`config.mk`:
```
export PLATFORM = sky130hd
export DESIGN_NAME = bwt_with_run_length_last_column_flat
export DESIGN_NICKNAME = d
export VERILOG_FILES = /design/src/sv/bwtrl_pkg.sv /design/src/sv/bwtrl_stream_if.sv /design/src/sv/bwt_with_run_length_last_column.sv /design/src/sv/bwtrl_ram.sv /design/src/flat_wrapper.sv
export VERILOG_INCLUDE_DIRS = /design/src /design/src/sv
export SDC_FILE = /design/constraint.sdc
export NUM_CORES = 1
export LEC_CHECK = 0
export ABC_CLOCK_PERIOD_IN_PS = 4220
export BUFFER_PORTS_ARGS = -buffer_cell sky130_fd_sc_hd__buf_2
export CAP_MARGIN = 10
export CORE_MARGIN = 2
export CORE_UTILIZATION = 57
export DETAILED_ROUTE_END_ITERATION = 7
export PLACE_DENSITY = 0.76
export SETUP_SLACK_MARGIN = 0.15
export SYNTH_ARGS = -nofsm -noshare
export SYNTH_HDL_FRONTEND = slang
export SYNTH_SLANG_ARGS = --single-unit
```
`constraint.sdc`:
```
create_clock -name clk -period 4.22 [get_ports clk]
set_input_delay 0.844 -clock clk [delete_from_list [all_inputs] [get_ports clk]]
set_output_delay 0.844 -clock clk [all_outputs]
set_load 0.01 [all_outputs]
```
`src/sv/bwt_with_run_length_last_column_assert.svh`:
```
// Assertion macros for the BWT run-length block
`ifndef BWT_WITH_RUN_LENGTH_LAST_COLUMN_ASSERT_SVH
`define BWT_WITH_RUN_LENGTH_LAST_COLUMN_ASSERT_SVH

// same-cycle implication
`define BWTRL_ASSERT_NOW(lbl, ante, cons, msg) \
	lbl: assert property (@(posedge clk) disable iff (!arst_n) (ante) |-> (cons)) \
		else $error(msg);

// next-cycle implication
`define BWTRL_ASSERT_NEXT(lbl, ante, cons, msg) \
	lbl: assert property (@(posedge clk) disable iff (!arst_n) (ante) |=> (cons)) \
		else $error(msg);

`endif

```
`src/sv/bwtrl_pkg.sv`:
```
`timescale 1ns / 1ps
package bwtrl_pkg;
	localparam int BLOCK_LEN_DEF = 32;
	localparam int ROW_W = 5;
	localparam int RUN_W = 6;
	localparam int BYTE_W = 8;

	typedef struct packed {
		logic [BYTE_W-1:0] data_byte;
		logic              end_of_block;
	} in_item_t;

	typedef struct packed {
		logic              is_index;
		logic [ROW_W-1:0]  row_index;
		logic [RUN_W-1:0]  run_length;
		logic [BYTE_W-1:0] run_byte;
		logic              last_result;
		logic              overflow;
	} out_item_t;
endpackage

```
`src/sv/bwtrl_stream_if.sv`:
```
`timescale 1ns / 1ps
interface bwtrl_stream_if #(parameter type T = logic);
	logic valid;
	logic ready;
	T     data;

	modport source (output valid, output data, input ready);
	modport sink (input valid, input data, output ready);
endinterface

```
`src/sv/bwt_with_run_length_last_column.sv`:
```
`timescale 1ns / 1ps
// channel  | dir | payload                                   | transaction
// item     | in  | data_byte, end_of_block                   | valid & ready
// result   | out | is_index, row_index, run_length,          | valid & ready
//          |     | run_byte, last_result, overflow           |
// Load: one byte per cycle. After end_of_block the rotations of n bytes are
// ranked by byte-serial compares through the single block RAM read port:
// per byte step the RA and RB states read both rotations and CMP compares;
// WR stores each rank. Readout reads order RAM (OA), block RAM (OB), emits (OC).
// Reset clears the byte count, overflow flag and output valid; RAM needs none.
// A stalled result holds the readout sequencer; input is taken only while loading.
`include "bwt_with_run_length_last_column_assert.svh"
module bwt_with_run_length_last_column
	import bwtrl_pkg::*;
#(
	parameter int BLOCK_LEN = BLOCK_LEN_DEF
) (
	input  logic clk,
	input  logic arst_n,
	bwtrl_stream_if.sink   item,
	bwtrl_stream_if.source result
);
	localparam int AW = (BLOCK_LEN > 1) ? $clog2(BLOCK_LEN) : 1;
	localparam int LW = $clog2(BLOCK_LEN + 1);
	localparam int SW = LW + 1;

	typedef enum logic [9:0] {
		ST_LOAD = 10'b0000000001,
		ST_RA   = 10'b0000000010,
		ST_RB   = 10'b0000000100,
		ST_CMP  = 10'b0000001000,
		ST_WR   = 10'b0000010000,
		ST_IDX  = 10'b0000100000,
		ST_OA   = 10'b0001000000,
		ST_OB   = 10'b0010000000,
		ST_OC   = 10'b0100000000,
		ST_LAST = 10'b1000000000
	} state_t;

	state_t          state_q;
	logic [LW-1:0]   len_q;
	logic            ovf_q;
	logic [AW-1:0]   i_q, j_q, k_q, p_q, cnt_q, rank0_q;
	logic [LW-1:0]   eq0_q, run_q;
	logic [BYTE_W-1:0] x_q, cur_q;
	logic            res_valid_q;
	out_item_t       res_q;

	logic            acc, out_free, load_res, need_emit;
	out_item_t       res_d;
	logic [AW-1:0]   nm1, prev_addr;
	logic [SW-1:0]   sum_a, sum_b, row_sum;
	logic [AW-1:0]   addr_a, addr_b;
	logic            blk_we, blk_re, ord_re;
	logic [AW-1:0]   blk_raddr;
	logic [BYTE_W-1:0] blk_rdata;
	logic [AW-1:0]   ord_rdata;

	assign acc      = item.valid && item.ready;
	assign out_free = !res_valid_q || result.ready;
	assign nm1      = AW'(len_q - LW'(1));

	always_comb begin
		sum_a = SW'(i_q) + SW'(k_q);
		if (sum_a >= SW'(len_q)) begin
			sum_a = sum_a - SW'(len_q);
		end
		sum_b = SW'(j_q) + SW'(k_q);
		if (sum_b >= SW'(len_q)) begin
			sum_b = sum_b - SW'(len_q);
		end
	end
	assign addr_a    = AW'(sum_a);
	assign addr_b    = AW'(sum_b);
	assign prev_addr = (ord_rdata == '0) ? nm1 : ord_rdata - AW'(1);
	assign row_sum   = SW'(rank0_q) + SW'(eq0_q) - SW'(1);
	assign need_emit = (run_q != '0) && (blk_rdata != cur_q);

	assign blk_we = acc && (len_q < LW'(BLOCK_LEN));
	assign blk_re = (state_q == ST_RA) || (state_q == ST_RB) || (state_q == ST_OB);
	assign ord_re = (state_q == ST_OA);
	always_comb begin
		case (state_q)
			ST_RA:   blk_raddr = addr_a;
			ST_RB:   blk_raddr = addr_b;
			default: blk_raddr = prev_addr;
		endcase
	end

	bwtrl_ram #(.W(BYTE_W), .D(BLOCK_LEN)) u_blk (
		.clk(clk), .we(blk_we), .waddr(AW'(len_q)), .wdata(item.data.data_byte),
		.re(blk_re), .raddr(blk_raddr), .rdata_q(blk_rdata)
	);

	bwtrl_ram #(.W(AW), .D(BLOCK_LEN)) u_ord (
		.clk(clk), .we(state_q == ST_WR), .waddr(cnt_q), .wdata(i_q),
		.re(ord_re), .raddr(p_q), .rdata_q(ord_rdata)
	);

	always_comb begin
		load_res = 1'b0;
		res_d    = '0;
		res_d.overflow = ovf_q;
		case (state_q)
			ST_IDX: begin
				load_res        = out_free;
				res_d.is_index  = 1'b1;
				res_d.row_index = ROW_W'(row_sum);
			end
			ST_OC: begin
				load_res         = need_emit && out_free;
				res_d.run_length = RUN_W'(run_q);
				res_d.run_byte   = cur_q;
			end
			ST_LAST: begin
				load_res          = out_free;
				res_d.run_length  = RUN_W'(run_q);
				res_d.run_byte    = cur_q;
				res_d.last_result = 1'b1;
			end
			default: load_res = 1'b0;
		endcase
	end

	always_ff @(posedge clk) begin
		if (load_res) begin
			res_q <= res_d;
		end
	end

	always_ff @(posedge clk or negedge arst_n) begin
		if (!arst_n) begin
			state_q     <= ST_LOAD;
			len_q       <= '0;
			ovf_q       <= 1'b0;
			res_valid_q <= 1'b0;
			i_q <= '0; j_q <= '0; k_q <= '0; p_q <= '0;
			cnt_q <= '0; rank0_q <= '0; eq0_q <= '0; run_q <= '0;
			x_q <= '0; cur_q <= '0;
		end else begin
			if (load_res) begin
				res_valid_q <= 1'b1;
			end else if (result.ready) begin
				res_valid_q <= 1'b0;
			end
			case (state_q)
				ST_LOAD: begin
					if (acc) begin
						if (len_q < LW'(BLOCK_LEN)) begin
							len_q <= len_q + LW'(1);
						end else begin
							ovf_q <= 1'b1;
						end
						if (item.data.end_of_block) begin
							i_q <= '0; j_q <= '0; k_q <= '0;
							cnt_q <= '0; eq0_q <= '0;
							state_q <= ST_RA;
						end
					end
				end
				ST_RA: state_q <= ST_RB;
				ST_RB: begin
					x_q     <= blk_rdata;
					state_q <= ST_CMP;
				end
				ST_CMP: begin
					if (x_q != blk_rdata || k_q == nm1) begin
						if (x_q != blk_rdata) begin
							if (blk_rdata < x_q) begin
								cnt_q <= cnt_q + AW'(1);
							end
						end else begin
							if (j_q < i_q) begin
								cnt_q <= cnt_q + AW'(1);
							end
							if (i_q == '0) begin
								eq0_q <= eq0_q + LW'(1);
							end
						end
						k_q <= '0;
						if (j_q == nm1) begin
							state_q <= ST_WR;
						end else begin
							j_q     <= j_q + AW'(1);
							state_q <= ST_RA;
						end
					end else begin
						k_q     <= k_q + AW'(1);
						state_q <= ST_RA;
					end
				end
				ST_WR: begin
					if (i_q == '0) begin
						rank0_q <= cnt_q;
					end
					cnt_q <= '0;
					j_q   <= '0;
					if (i_q == nm1) begin
						state_q <= ST_IDX;
					end else begin
						i_q     <= i_q + AW'(1);
						state_q <= ST_RA;
					end
				end
				ST_IDX: begin
					if (out_free) begin
						p_q     <= '0;
						run_q   <= '0;
						state_q <= ST_OA;
					end
				end
				ST_OA: state_q <= ST_OB;
				ST_OB: state_q <= ST_OC;
				ST_OC: begin
					if (!need_emit || out_free) begin
						run_q <= need_emit ? LW'(1) : run_q + LW'(1);
						cur_q <= blk_rdata;
						if (p_q == nm1) begin
							state_q <= ST_LAST;
						end else begin
							p_q     <= p_q + AW'(1);
							state_q <= ST_OA;
						end
					end
				end
				ST_LAST: begin
					if (out_free) begin
						len_q   <= '0;
						ovf_q   <= 1'b0;
						state_q <= ST_LOAD;
					end
				end
				default: state_q <= ST_LOAD;
			endcase
		end
	end

	assign item.ready   = (state_q == ST_LOAD);
	assign result.valid = res_valid_q;
	assign result.data  = res_q;

	`BWTRL_ASSERT_NOW(a_len_cap, 1'b1, len_q <= LW'(BLOCK_LEN), "byte count above capacity")
	`BWTRL_ASSERT_NOW(a_idx_no_run, result.valid && result.data.is_index,
		result.data.run_length == '0 && !result.data.last_result, "index result carries run")
	`BWTRL_ASSERT_NEXT(a_clear_after_last, state_q == ST_LAST && out_free,
		len_q == '0 && !ovf_q && state_q == ST_LOAD, "block not cleared after final run")
	`BWTRL_ASSERT_NOW(a_sort_nonempty, state_q == ST_RA, len_q != '0, "sort on empty block")
endmodule

```
`src/sv/bwtrl_ram.sv`:
```
`timescale 1ns / 1ps
module bwtrl_ram #(
	parameter int W = 8,
	parameter int D = 32
) (
	input  logic                 clk,
	input  logic                 we,
	input  logic [$clog2(D)-1:0] waddr,
	input  logic [W-1:0]         wdata,
	input  logic                 re,
	input  logic [$clog2(D)-1:0] raddr,
	output logic [W-1:0]         rdata_q
);
	logic [W-1:0] mem [D];

	always_ff @(posedge clk) begin
		if (we) begin
			mem[waddr] <= wdata;
		end
		if (re) begin
			rdata_q <= mem[raddr];
		end
	end
endmodule

```
`src/flat_wrapper.sv`:
```
// flat-port wrapper written by rule: the top's interface ports become plain ports
module bwt_with_run_length_last_column_flat import bwtrl_pkg::*;
#(
	parameter int BLOCK_LEN = BLOCK_LEN_DEF
)
  (clk, arst_n, item_valid, item_data, item_ready, result_valid, result_data, result_ready);
  bwtrl_stream_if #(.T(in_item_t)) item_i ();
  bwtrl_stream_if #(.T(out_item_t)) result_i ();
  input  logic clk;
  input  logic arst_n;
  input wire logic [$bits(item_i.valid)-1:0] item_valid;
  input wire logic [$bits(item_i.data)-1:0] item_data;
  output wire logic [$bits(item_i.ready)-1:0] item_ready;
  output wire logic [$bits(result_i.valid)-1:0] result_valid;
  output wire logic [$bits(result_i.data)-1:0] result_data;
  input wire logic [$bits(result_i.ready)-1:0] result_ready;
  assign item_i.valid = item_valid;
  assign item_i.data = item_data;
  assign item_ready = item_i.ready;
  assign result_valid = result_i.valid;
  assign result_data = result_i.data;
  assign result_i.ready = result_ready;
  bwt_with_run_length_last_column #(.BLOCK_LEN(BLOCK_LEN)) u_core (.clk(clk), .arst_n(arst_n), .item(item_i), .result(result_i));
endmodule
```
Word-level counts from Yosys, hierarchy flattened
Memory sizes are Yosys's and may differ from the RTL's. A register that Yosys moved wholly into a read port is not among the register bits.
Index checks and enable logic that the tools add are counted.

storage, ports and cells
  ROM bits = 0
  bits in writable memories = 416
  input port bits = 13
  latch bits = 0
  output and inout bits = 24
  register bits = 98
  memories = 2

memory list
  name              depth  width  rd ports  clocked after Yosys merged registers in  wr ports  line             RTL
  u_core.u_blk.mem  32     8      1         1                                        1         bwtrl_ram.sv:14  logic [W-1:0] mem [D];
  u_core.u_ord.mem  32     5      1         1                                        1         bwtrl_ram.sv:14

cells by class
  $mul = 0
  muxes and demuxes = 58
  eq/ne operators = 31
  reduce and logical (&&, ||, !) cells = 34
  divide/modulo/power cells = 0
  bitwise gates (word level) = 0
  add/sub/neg operators = 16
  shift-type cells = 0
  magnitude comparators = 5

operators by type and width
  operator                                                                 count
  10-bit one-hot mux with 10 select lines                                  1
  5-bit two-way mux                                                        18
  6-bit two-way mux                                                        12
  10-bit two-way mux                                                       6
  5-bit one-hot mux with 2 select lines                                    4
  6-bit one-hot mux with 2 select lines                                    3
  5-bit one-hot mux with 3 select lines                                    2
  5-bit by 1-bit adder with 5-bit output (second input constant)           5
  5-bit equality test                                                      4
  6-bit by 1-bit adder with 6-bit output (second input constant)           3
  2-bit inequality test (second input constant)                            8
  8-bit inequality test                                                    2
  4-bit AND reduction                                                      4
  5-bit by 1-bit subtractor with 5-bit output (second input constant)      3
  5-bit by 5-bit adder with 6-bit output                                   2
  6-bit >= comparator                                                      2
  6-bit AND reduction                                                      2
  10-bit by 1-bit equality test with 1-bit output (second input constant)  1
  10-bit equality test (second input constant)                             1
  10-bit by 2-bit equality test with 1-bit output (second input constant)  1
  10-bit by 3-bit equality test with 1-bit output (second input constant)  1
  10-bit by 4-bit equality test with 1-bit output (second input constant)  1
  10-bit by 5-bit equality test with 1-bit output (second input constant)  1
  10-bit by 6-bit equality test with 1-bit output (second input constant)  1
  24 further kinds                                                         56

Logic depth before layout (Yosys ltp)
Gate-level depths: netlist of run 1.

  depth after elaboration = 6
  gate-level depth with buffers = 20
  depth with buffers taken out = 16

Cells and area by module
From an unflattened synthesis of run 1, not the netlist that was laid out.

unflattened totals
  cells, all modules = 1377
  area total of the unflattened synthesis = 23103.4 µm²

modules (own cells, without submodules)
  module                           instances  seq. area each (µm²)  cells an instance  area each (µm²)
  bwtrl_ram at u_core.u_blk        1          7927.6                417                10133.5
  bwt_with_run_length_last_column  1          2538.7                683                6575.1
  bwtrl_ram at u_core.u_ord        1          4954.8                277                6394.9

Least setup slack after synthesis of run 1
Ideal clock, no wire load.

  kind = register to register
  start = register u_core.i_q[0]
  end = register u_core.u_blk.rdata_q[5], read port of u_core.u_blk.mem, data pin
  buffers on the path = 3
  data arrival time = 4.192 ns
  slack = -0.238 ns
  library setup time = 0.266 ns
  stages on the path, launching flop included = 17
  clock period less this slack = 4.458 ns
  cells stage by stage = dfrtp_1 -> ha_1 -> fa_1 -> inv_1 -> fa_1 -> a21boi_0 -> o22a_1 -> and2_1 -> clkbuf_1 -> o21bai_1 -> a32oi_1 -> and2_1 -> buf_1 -> clkbuf_1 -> o311ai_1 -> a21oi_1 -> a211oi_2

on the way
  longest elaborated chain between the ends = 4
  elaborated cells between the ends (all ways) = 5
  classes of those cells = add/sub (2); order compare (1); mux (2)

RTL lines
  element                                                         line                                                                          RTL
  from (decl)                                                     bwt_with_run_length_last_column.sv:43                                         logic [AW-1:0] i_q, j_q, k_q, p_q, cnt_q, rank0_q;
  from (signal assigned)                                          bwt_with_run_length_last_column.sv:201                                        i_q <= i_q + AW'(1);
  5-bit by 5-bit adder with 6-bit output *                        bwt_with_run_length_last_column.sv:64                                         sum_a = SW'(i_q) + SW'(k_q);
  5-bit subtractor / 6-bit >= comparator (equally long branches)  bwt_with_run_length_last_column.sv:66, bwt_with_run_length_last_column.sv:65
  5-bit two-way mux *                                             bwt_with_run_length_last_column.sv:65                                         if (sum_a >= SW'(len_q)) begin
  5-bit one-hot mux with 2 select lines *                         bwt_with_run_length_last_column.sv:83                                         case (state_q)
  to (decl)                                                       bwtrl_ram.sv:12                                                               output logic [W-1:0] rdata_q

Every way passes the cells marked *; elsewhere a longest branch is shown, timed or not.
A chain may end at the register's enable or synchronous reset.

Final worst setup path of run 1
  start = register u_core.k_q[0]
  end = register u_core.u_blk.rdata_q[3], read port of u_core.u_blk.mem, data pin

on the way
  longest elaborated chain between the ends = 4
  elaborated cells between the ends (all ways) = 9
  classes of those cells = add/sub (4); order compare (2); mux (3)

RTL lines
  element                                                           line                                                                          RTL
  from (decl)                                                       bwt_with_run_length_last_column.sv:43
  from (signal assigned)                                            bwt_with_run_length_last_column.sv:188                                        k_q <= k_q + AW'(1);
  5-bit by 5-bit adder with 6-bit output, on equally long branches  bwt_with_run_length_last_column.sv:68, bwt_with_run_length_last_column.sv:64
  5-bit subtractor, or another cell as far along                    bwt_with_run_length_last_column.sv:70                                         sum_b = sum_b - SW'(len_q);
  5-bit two-way mux, on equally long branches                       bwt_with_run_length_last_column.sv:69, bwt_with_run_length_last_column.sv:65
  5-bit one-hot mux with 2 select lines *                           bwt_with_run_length_last_column.sv:83

Marks and branches as above.

==> impl_metrics.json, run 1 <==
{
  "status": "finished with violations",
  "violations": "negative setup slack",
  "num_rows": 74,
  "die_h_um": 207,
  "crit_type": "flop to flop",
  "cts-root-buf": "clkbuf_16",
  "fin_crit_sh_pct": 100,
  "clkPwrFrac_pct": 37.9,
  "ant_nets": 0,
  "total_power_w": 0.0121,
  "synth_edf_count": 451,
  "yosys-top-cells-area": "edfxtp_1 (58%), dfrtp_1 (7.9%), mux4_2 (4.8%), nand2_1 (3.3%), ha_1 (3.2%)",
  "synth-async-reset-ratio_pct": 14.3,
  "syn_nets": 1784,
  "rsz0062_at_grt": "true",
  "ir_drop_v": 0.000467,
  "grt_pass1_wl_um": 90000,
  "fin_ws_ns": -0.00437,
  "dpl_worst_slack_ns": -0.182,
  "synth.avg_cell_area_um2": 13.8,
  "syn_to_final_growth_pct": 19.8,
  "drive_above_1_share_pct": 26.3,
  "die_x_um": 207,
  "timing.hold.ws_ns": 0.406,
  "tns_ns": -0.00437,
  "ys_types": 71,
  "drt_iter0_markers": 1844,
  "cp_data_required_time_ns": 4.68,
  "place_hpwl_um": 36400,
  "rrSetupSlack_ns": -0.004,
  "design.core.area_um2": 40700,
  "p_sw_share_pct": 25.4,
  "firstDrtPassIters": 5,
  "grt_overflow": 0,
  "clk_pin_slew_worst_paths_ns": 0.06,
  "start_util_pct": 57.7,
  "portBuffers": 36,
  "fmax_mhz": 237,
  "clock_sinks": 526,
  "viasPerCell": 6.29,
  "powerDensity_nw_per_um2": 431,
  "cellLeakagePower_nw": 10.0,
  "cts_tree": "yes",
  "synth-seq-area-share_pct": 65.6,
  "syn_area_um2": 23500,
  "synth_most_common_cell": "edfxtp_1",
  "hold_violations": 0,
  "relSlewSlack_pct": 31.6,
  "rr_startpoint": "u_core.k_q[0]",
  "wl_per_cell_um": 23.7,
  "grt_pass1_vias": 15900,
  "r2r_cells": 19,
  "rr_endpoint": "u_core.u_blk.rdata_q[3]",
  "critPathCaptureType": "flop",
  "intPower_w": 0.00906,
  "arrival_ns": 4.68,
  "cp_max_fo": 6,
  "worstMarginPinSlew_ns": 1.02,
  "synth_commonest_cells": "edfxtp_1 (451), nand2_1 (209), nor2_1 (108), dfrtp_1 (74), a21oi_1 (67)",
  "cts_made_buffers": 52,
  "skew_ns": 0.0329,
  "ys_ff_latch": 526,
  "vias": 15600,
  "maxCapViolCount": 0,
  "h-tree-depth": 2,
  "cp-start-kind": "flop",
  "holdCritPathClass": "primary input to asynchronous set/reset pin",
  "sequentialPowerShare_pct": 47.9,
  "fin_crit_ns": 4.22,
  "gp_congestion": 0.925,
  "ctsHoldBuffers": 0,
  "grt_max_degree": 76,
  "num_io_pins": 37,
  "wirelength_um": 58600,
  "pwr-share-comb_pct": 14.2,
  "track_usage_pct": 27.1,
  "yosysTopAreaCell": "edfxtp_1",
  "cts_buffer_depth": 3,
  "n_antenna_cell": 0,
  "finalSetupViolations": 1,
  "antenna_found_initial": 0,
  "yosysWarnings": 0,
  "yosys.area.top_type_share_pct": 57.6,
  "drcViolationCount": 0,
  "nNetsFinal": 1976,
  "p_sw_w": 0.00308,
  "synthCells": 1705,
  "dieArea_um2": 42900,
  "synthFlopType": "edfxtp_1",
  "clk-insertion-delay-late_ns": 0.62,
  "drv_slew": 0
}
-- worst max path at each step --
stage	startpoint	end	slack, ns	depth (start not counted)
6_report	u_core.k_q[0]	u_core.u_blk.rdata_q[3]	-0.004	19
5_1_grt	u_core.k_q[1]	u_core.u_blk.rdata_q[3]	-0.12	19
4_1_cts	u_core.k_q[0]	u_core.u_blk.rdata_q[7]	0.13	19
3_5_place_dp	u_core.k_q[0]	u_core.u_blk.rdata_q[2]	-0.18	19
3_3_place_gp	u_core.k_q[0]	u_core.u_blk.rdata_q[2]	-0.11	19
2_1_floorplan	u_core.i_q[0]	u_core.u_blk.rdata_q[7]	0.15	16
-- critical path: stages, from the launching register on --
cell and delay [ns]:
dfrtp_1 0.40, buf_6 0.14, ha_4 0.15, fa_2 0.34, a21o_1 0.17, a21oi_2 0.14
xnor2_1 0.11, ha_1 0.33, nand4_1 0.10, o22a_1 0.23, and2_4 0.20, a311oi_4 0.34
and2_4 0.26, buf_12 0.14, buf_6 0.12, a211oi_1 0.08, o311ai_1 0.33, buf_4 0.19
a21oi_1 0.07, a211oi_2 0.23
-- area by class of cell --
| class | count | area, µm² |
|---|---|---|
| Clock buffer | 65 | 1370 |
| Clock inverter | 31 | 317 |
| Fill cell | 2596 | 12600 |
| Inverter | 54 | 203 |
| Multi-Input combinational cell | 1038 | 8220 |
| Sequential cell | 526 | 15400 |
| Tap cell | 532 | 666 |
| Timing Repair Buffer | 225 | 1950 |
-- power groups by stage --
stage                     logic (W)  clock network (W)  registers (W)
after global placement      0.00136                  0        0.00591
final                       0.00173            0.00459        0.00581
after detailed placement    0.00140                  0        0.00592
after CTS                   0.00162            0.00464        0.00581
after global routing        0.00185            0.00483        0.00581
after floorplan            0.000812                  0        0.00591
-- sequential cells by signal, summed over array words and instances (netlist names) --
| register | flops |
|---|---|
| u_core.rank0_q | 5 |
| u_core.len_q | 6 |
| u_core.cur_q | 8 |
| u_core.u_blk.mem | 256 |
| u_core.i_q | 5 |
| u_core.result.data | 22 |
| u_core.j_q | 5 |
| u_core.u_ord.mem | 160 |
| u_core.x_q | 8 |
| u_core.k_q | 5 |
| u_core.u_ord.rdata_q | 5 |
| u_core.run_q | 6 |
| u_core.cnt_q | 5 |
| u_core.eq0_q | 5 |
| u_core.result.valid | 1 |
| u_core.u_blk.rdata_q | 8 |
| u_core.ovf_q | 1 |
| u_core.state_q | 10 |
| u_core.p_q | 5 |
-- layout by cell type, fill, tap and decap left out, types with 8 or more instances in the layout --
master       n
edfxtp_1   451
nand2_1    207
buf_4      152
nor2_1     107
dfrtp_1     69
ha_1        56
a21oi_1     54
inv_1       53
clkbuf_16   53
mux4_2      50
o21ai_0     41
nand3_1     40
a211oi_2    40
xnor2_1     38
buf_2       37
a211oi_1    28
a21boi_0    25
and3_1      25
xor2_1      21
nor2b_1     19
nor3_1      18
mux2_2      18
buf_12      16
buf_6       15
nand4_1     14
a21boi_1    14
nand2b_1    13
a21o_1      13
a21oi_2     13
clkbuf_1    11
clkinv_1    10
mux2i_1      9
a31oi_2      9
clkinv_2     9
o311ai_2     8
o311ai_1     8
-- kinds of logic (layout without fill, tap and decap cells) --
kind of cell | Yosys count | count (layout) | synth area share, %
AO/OA/AOI/OAI | 334 | 335 | 9.88
XOR/XNOR | 60 | 60 | 2.24
adder cells (fa/ha/maj) | 66 | 66 | 3.67
buffers and inverters | 142 | 375 | 2.51
flip-flops | 526 | 526 | 65.6
multiplexers | 81 | 81 | 6.22
AND/OR/NAND/NOR | 496 | 496 | 9.84
-- metrics by stage --
| step | instances | cell area (µm²) | util [%] |
|---|---|---|---|
| after floorplan | 1705 | 23500 | - |
| after global placement | 2346 | 25400 | 62.3 |
| after detailed placement | 2346 | 25400 | 62.3 |
| after CTS | 2465 | 27900 | 68.4 |
| after global routing | 2471 | 28100 | 69.1 |
| final | 2471 | 28100 | 69.1 |
-- routing by layer --
layer / global-route usage [%] / up-vias / share of wire (%)
li1: - / 6855 / -
met1: 37.7 / 7738 / 40
met2: 43.6 / 823 / 48
met3: 4.94 / 136 / 9.3
met4: 9.21 / 0 / 2.8
met5: 0 / - / 0
-- what timing repair did --
action | 4_1_cts | 5_1_grt
gates resized for setup | 133 | 45
pin swaps | 51 | 14
setup buffers | 17 | 5
endpoints found under the setup margin | 8 | 8
gates cloned | 6 | 1
Note: power is estimated with default switching activity, not from simulation.
==> inputs of run 2 (changes only) <==
--- a/config.mk
+++ b/config.mk
@@ -6,13 +6,13 @@
 export SDC_FILE = /design/constraint.sdc
 export NUM_CORES = 1
 export LEC_CHECK = 0
-export ABC_CLOCK_PERIOD_IN_PS = 4220
+export ABC_CLOCK_PERIOD_IN_PS = 5000
 export BUFFER_PORTS_ARGS = -buffer_cell sky130_fd_sc_hd__buf_2
 export CAP_MARGIN = 10
 export CORE_MARGIN = 2
-export CORE_UTILIZATION = 57
+export CORE_UTILIZATION = 68
 export DETAILED_ROUTE_END_ITERATION = 7
-export PLACE_DENSITY = 0.76
+export PLACE_DENSITY = 0.85
 export SETUP_SLACK_MARGIN = 0.15
 export SYNTH_ARGS = -nofsm -noshare
 export SYNTH_HDL_FRONTEND = slang
==> constraint.sdc (replaced) <==
create_clock -name clk -period 5 [get_ports clk]
set_input_delay 1 -clock clk [delete_from_list [all_inputs] [get_ports clk]]
set_output_delay 1 -clock clk [all_outputs]
set_load 0.01 [all_outputs]
==> run 2 against run 1 <==
The run now ends clean. Combinational power fell by 32%. First-iteration DRC count rose by 31%. Worst setup slack improved by 0.21 ns. Register-to-register slack improved by 0.21 ns. Via count fell by 1.5%. Non-clock buffer count fell by 152. Routed wire length fell by 0.19%. Utilization rose by 7.1 points. Flip-flop and latch count did not move. Sequential share of layout area rose by 4.2 points. Critical endpoint is now u_core.u_blk.rdata_q[5]. Largest cell class unchanged.
==> impl_metrics.json, run 2 (same netlist as run 1, synthesis figures left out) <==
{
  "fin_util_pct": 76.2,
  "ir_drop_v": 0.000352,
  "clock_sinks": 526,
  "critPathCaptureType": "flop",
  "finalSetupViolations": 0,
  "top_register": "u_core.u_blk.mem",
  "clk_pin_slew_worst_paths_ns": 0.07,
  "die_x_um": 190,
  "drive_above_1_share_pct": 14.8,
  "fin_crit_ns": 4.79,
  "critPathBufInv": 2,
  "clkPwrFrac_pct": 39.6,
  "final_common_cell": "edfxtp_1",
  "cp_top_family": "compound AO/OA/AOI/OAI gates",
  "track_usage_pct": 33.3,
  "rsz0062_at_grt": "true",
  "place_hpwl_um": 35600,
  "crit_path_top_delay_cell": "a2111oi_0",
  "cts_tree": "yes",
  "powerDensity_nw_per_um2": 384,
  "relSlewSlack_pct": 26.8,
  "multiInputGateArea_um2": 7640,
  "placed_cells": 2140,
  "cpMostUsedCell": "ha_1",
  "fin_ws_ns": 0.208,
  "cp_data_required_time_ns": 5.46,
  "cts_made_buffers": 51,
  "maxCapViolCount": 0,
  "dpl_worst_slack_ns": 0.117,
  "timing.hold.ws_ns": 0.452,
  "fillers": 1909,
  "pwr-share-comb_pct": 11.6,
  "fin_crit_sh_pct": 95.8,
  "arrival_ns": 5.25,
  "p_sw_share_pct": 25.2,
  "crit_type": "flop to flop",
  "hold_violations": 0,
  "viasPerCell": 6.84,
  "drt_iter0_markers": 2417,
  "wl_per_cell_um": 26.1,
  "regArea_um2": 15400,
  "tns_ns": 0,
  "die_h_um": 190,
  "largest_reg_flops": 256,
  "start_util_pct": 68.5,
  "ant_nets": 0,
  "drcViolationCount": 0,
  "firstDrtPassIters": 6,
  "antenna_found_initial": 1,
  "status": "finished, final reports clean",
  "sequentialPowerShare_pct": 48.8,
  "design.core.area_um2": 34300,
  "cts-root-buf": "clkbuf_16",
  "grt_max_degree": 81,
  "stdcell_count": 2241,
  "fmax_mhz": 209,
  "cp_max_fo": 80,
  "intPower_w": 0.00751,
  "grt_overflow": 0,
  "drv_slew": 0,
  "num_io_pins": 37,
  "n_antenna_cell": 0,
  "skew_ns": 0.0183,
  "wirelength_um": 58500,
  "cts_buffer_depth": 3,
  "cp-start-kind": "flop",
  "critical_path.max_stage_delay_ns": 0.55,
  "ctsHoldBuffers": 0,
  "worstMarginPinSlew_ns": 1.10,
  "h-tree-depth": 2,
  "p_sw_w": 0.00253,
  "cellLeakagePower_nw": 9.13,
  "num_rows": 68,
  "syn_to_final_growth_pct": 11.2,
  "grt_pass1_vias": 15300,
  "gp_congestion": 0.913,
  "dieArea_um2": 36100,
  "grt_pass1_wl_um": 90200,
  "final_cell_mix": "edfxtp_1 (451), nand2_1 (209), nor2_1 (107), dfrtp_1 (72), a21oi_1 (67)",
  "vias": 15300,
  "portBuffers": 36,
  "path_cells": "buf_4 -> ha_1 -> fa_1 -> a21o_1 -> a21oi_1 -> xnor2_1 -> ha_1 -> nand4_1 -> o221a_2 -> mux2_2 -> o2111ai_4 -> clkbuf_16 -> nand2_1 -> and3_1 -> a2111oi_0 -> a41oi_2 -> a211oi_2",
  "nNetsFinal": 1822,
  "holdCritPathClass": "flop to flop",
  "clk-insertion-delay-late_ns": 0.62
}
run 2: cell count changes in the layout (fill, tap and decap cells not counted), moves of 5 or more:
cell,change
buf_4,-124
a211oi_1,+30
a211oi_2,-29
a21boi_0,+19
a21boi_1,-14
a21oi_1,+13
a21oi_2,-13
a31oi_1,+13
buf_6,-12
buf_12,-11
a31oi_2,-9
ha_1,+5
o22ai_1,+5
o22ai_2,-5
run 2: layout make-up:
cell class / instances / area share, %
Sequential cell: 526 / 59.0
Timing Repair Buffer: 73 / 2.18
Clock buffer: 67 / 5.19
Multi-Input combinational cell: 1037 / 29.3
Clock inverter: 29 / 1.39
Tap cell: 455 / 2.18
Inverter: 54 / 0.776
run 2: final timing paths:
check,start,to,slack (ns),cells past startpoint
min reg2reg,u_core.ovf_q,u_core.result.data[0],0.45,0
max reg2reg,u_core.k_q[0],u_core.u_blk.rdata_q[5],0.21,17
max,u_core.k_q[0],u_core.u_blk.rdata_q[5],0.21,17
min,u_core.ovf_q,u_core.result.data[0],0.45,0
max in group asynchronous,arst_n,u_core.p_q[0],3.77,1
min in group asynchronous,arst_n,u_core.eq0_q[0],0.55,1
run 2: power groups by stage:
stage                     clock (W)  sequential, W  combinational [W]
after floorplan                   0        0.00498           0.000682
after global placement            0        0.00498            0.00102
after detailed placement          0        0.00499            0.00106
after CTS                   0.00397        0.00490            0.00109
after global routing        0.00413        0.00491            0.00125
final                       0.00397        0.00490            0.00117
run 2: worst register-to-register path, stage by stage (launching register included):
cell	delay, ns
dfrtp_1	0.39
buf_4	0.18
ha_1	0.22
fa_1	0.48
a21o_1	0.18
a21oi_1	0.17
xnor2_1	0.16
ha_1	0.30
nand4_1	0.15
o221a_2	0.24
mux2_2	0.39
o2111ai_4	0.09
clkbuf_16	0.37
nand2_1	0.16
and3_1	0.22
a2111oi_0	0.55
a41oi_2	0.17
a211oi_2	0.23
run 2: timing repair:
action	in CTS	in global routing
gates cloned	0	1
pin swaps	0	1
buffers inserted	0	4
endpoints found under the setup margin	3	8
resized for setup	3	33
run 2: stage by stage:
step / instance area, µm² / total power [W]
2_1_floorplan: 23500 / 0.00567
3_3_place_gp: 24200 / 0.00601
3_5_place_dp: 24200 / 0.00605
4_1_cts: 25900 / 0.00995
5_1_grt: 26100 / 0.0103
6_report: 26100 / 0.0100
run 2: routing by layer:
metal  global-route usage, %  wire (µm)
met5                       0         18
met2                    52.5      27900
met4                    12.0       1980
met1                    46.4      22200
met3                    7.60       6490
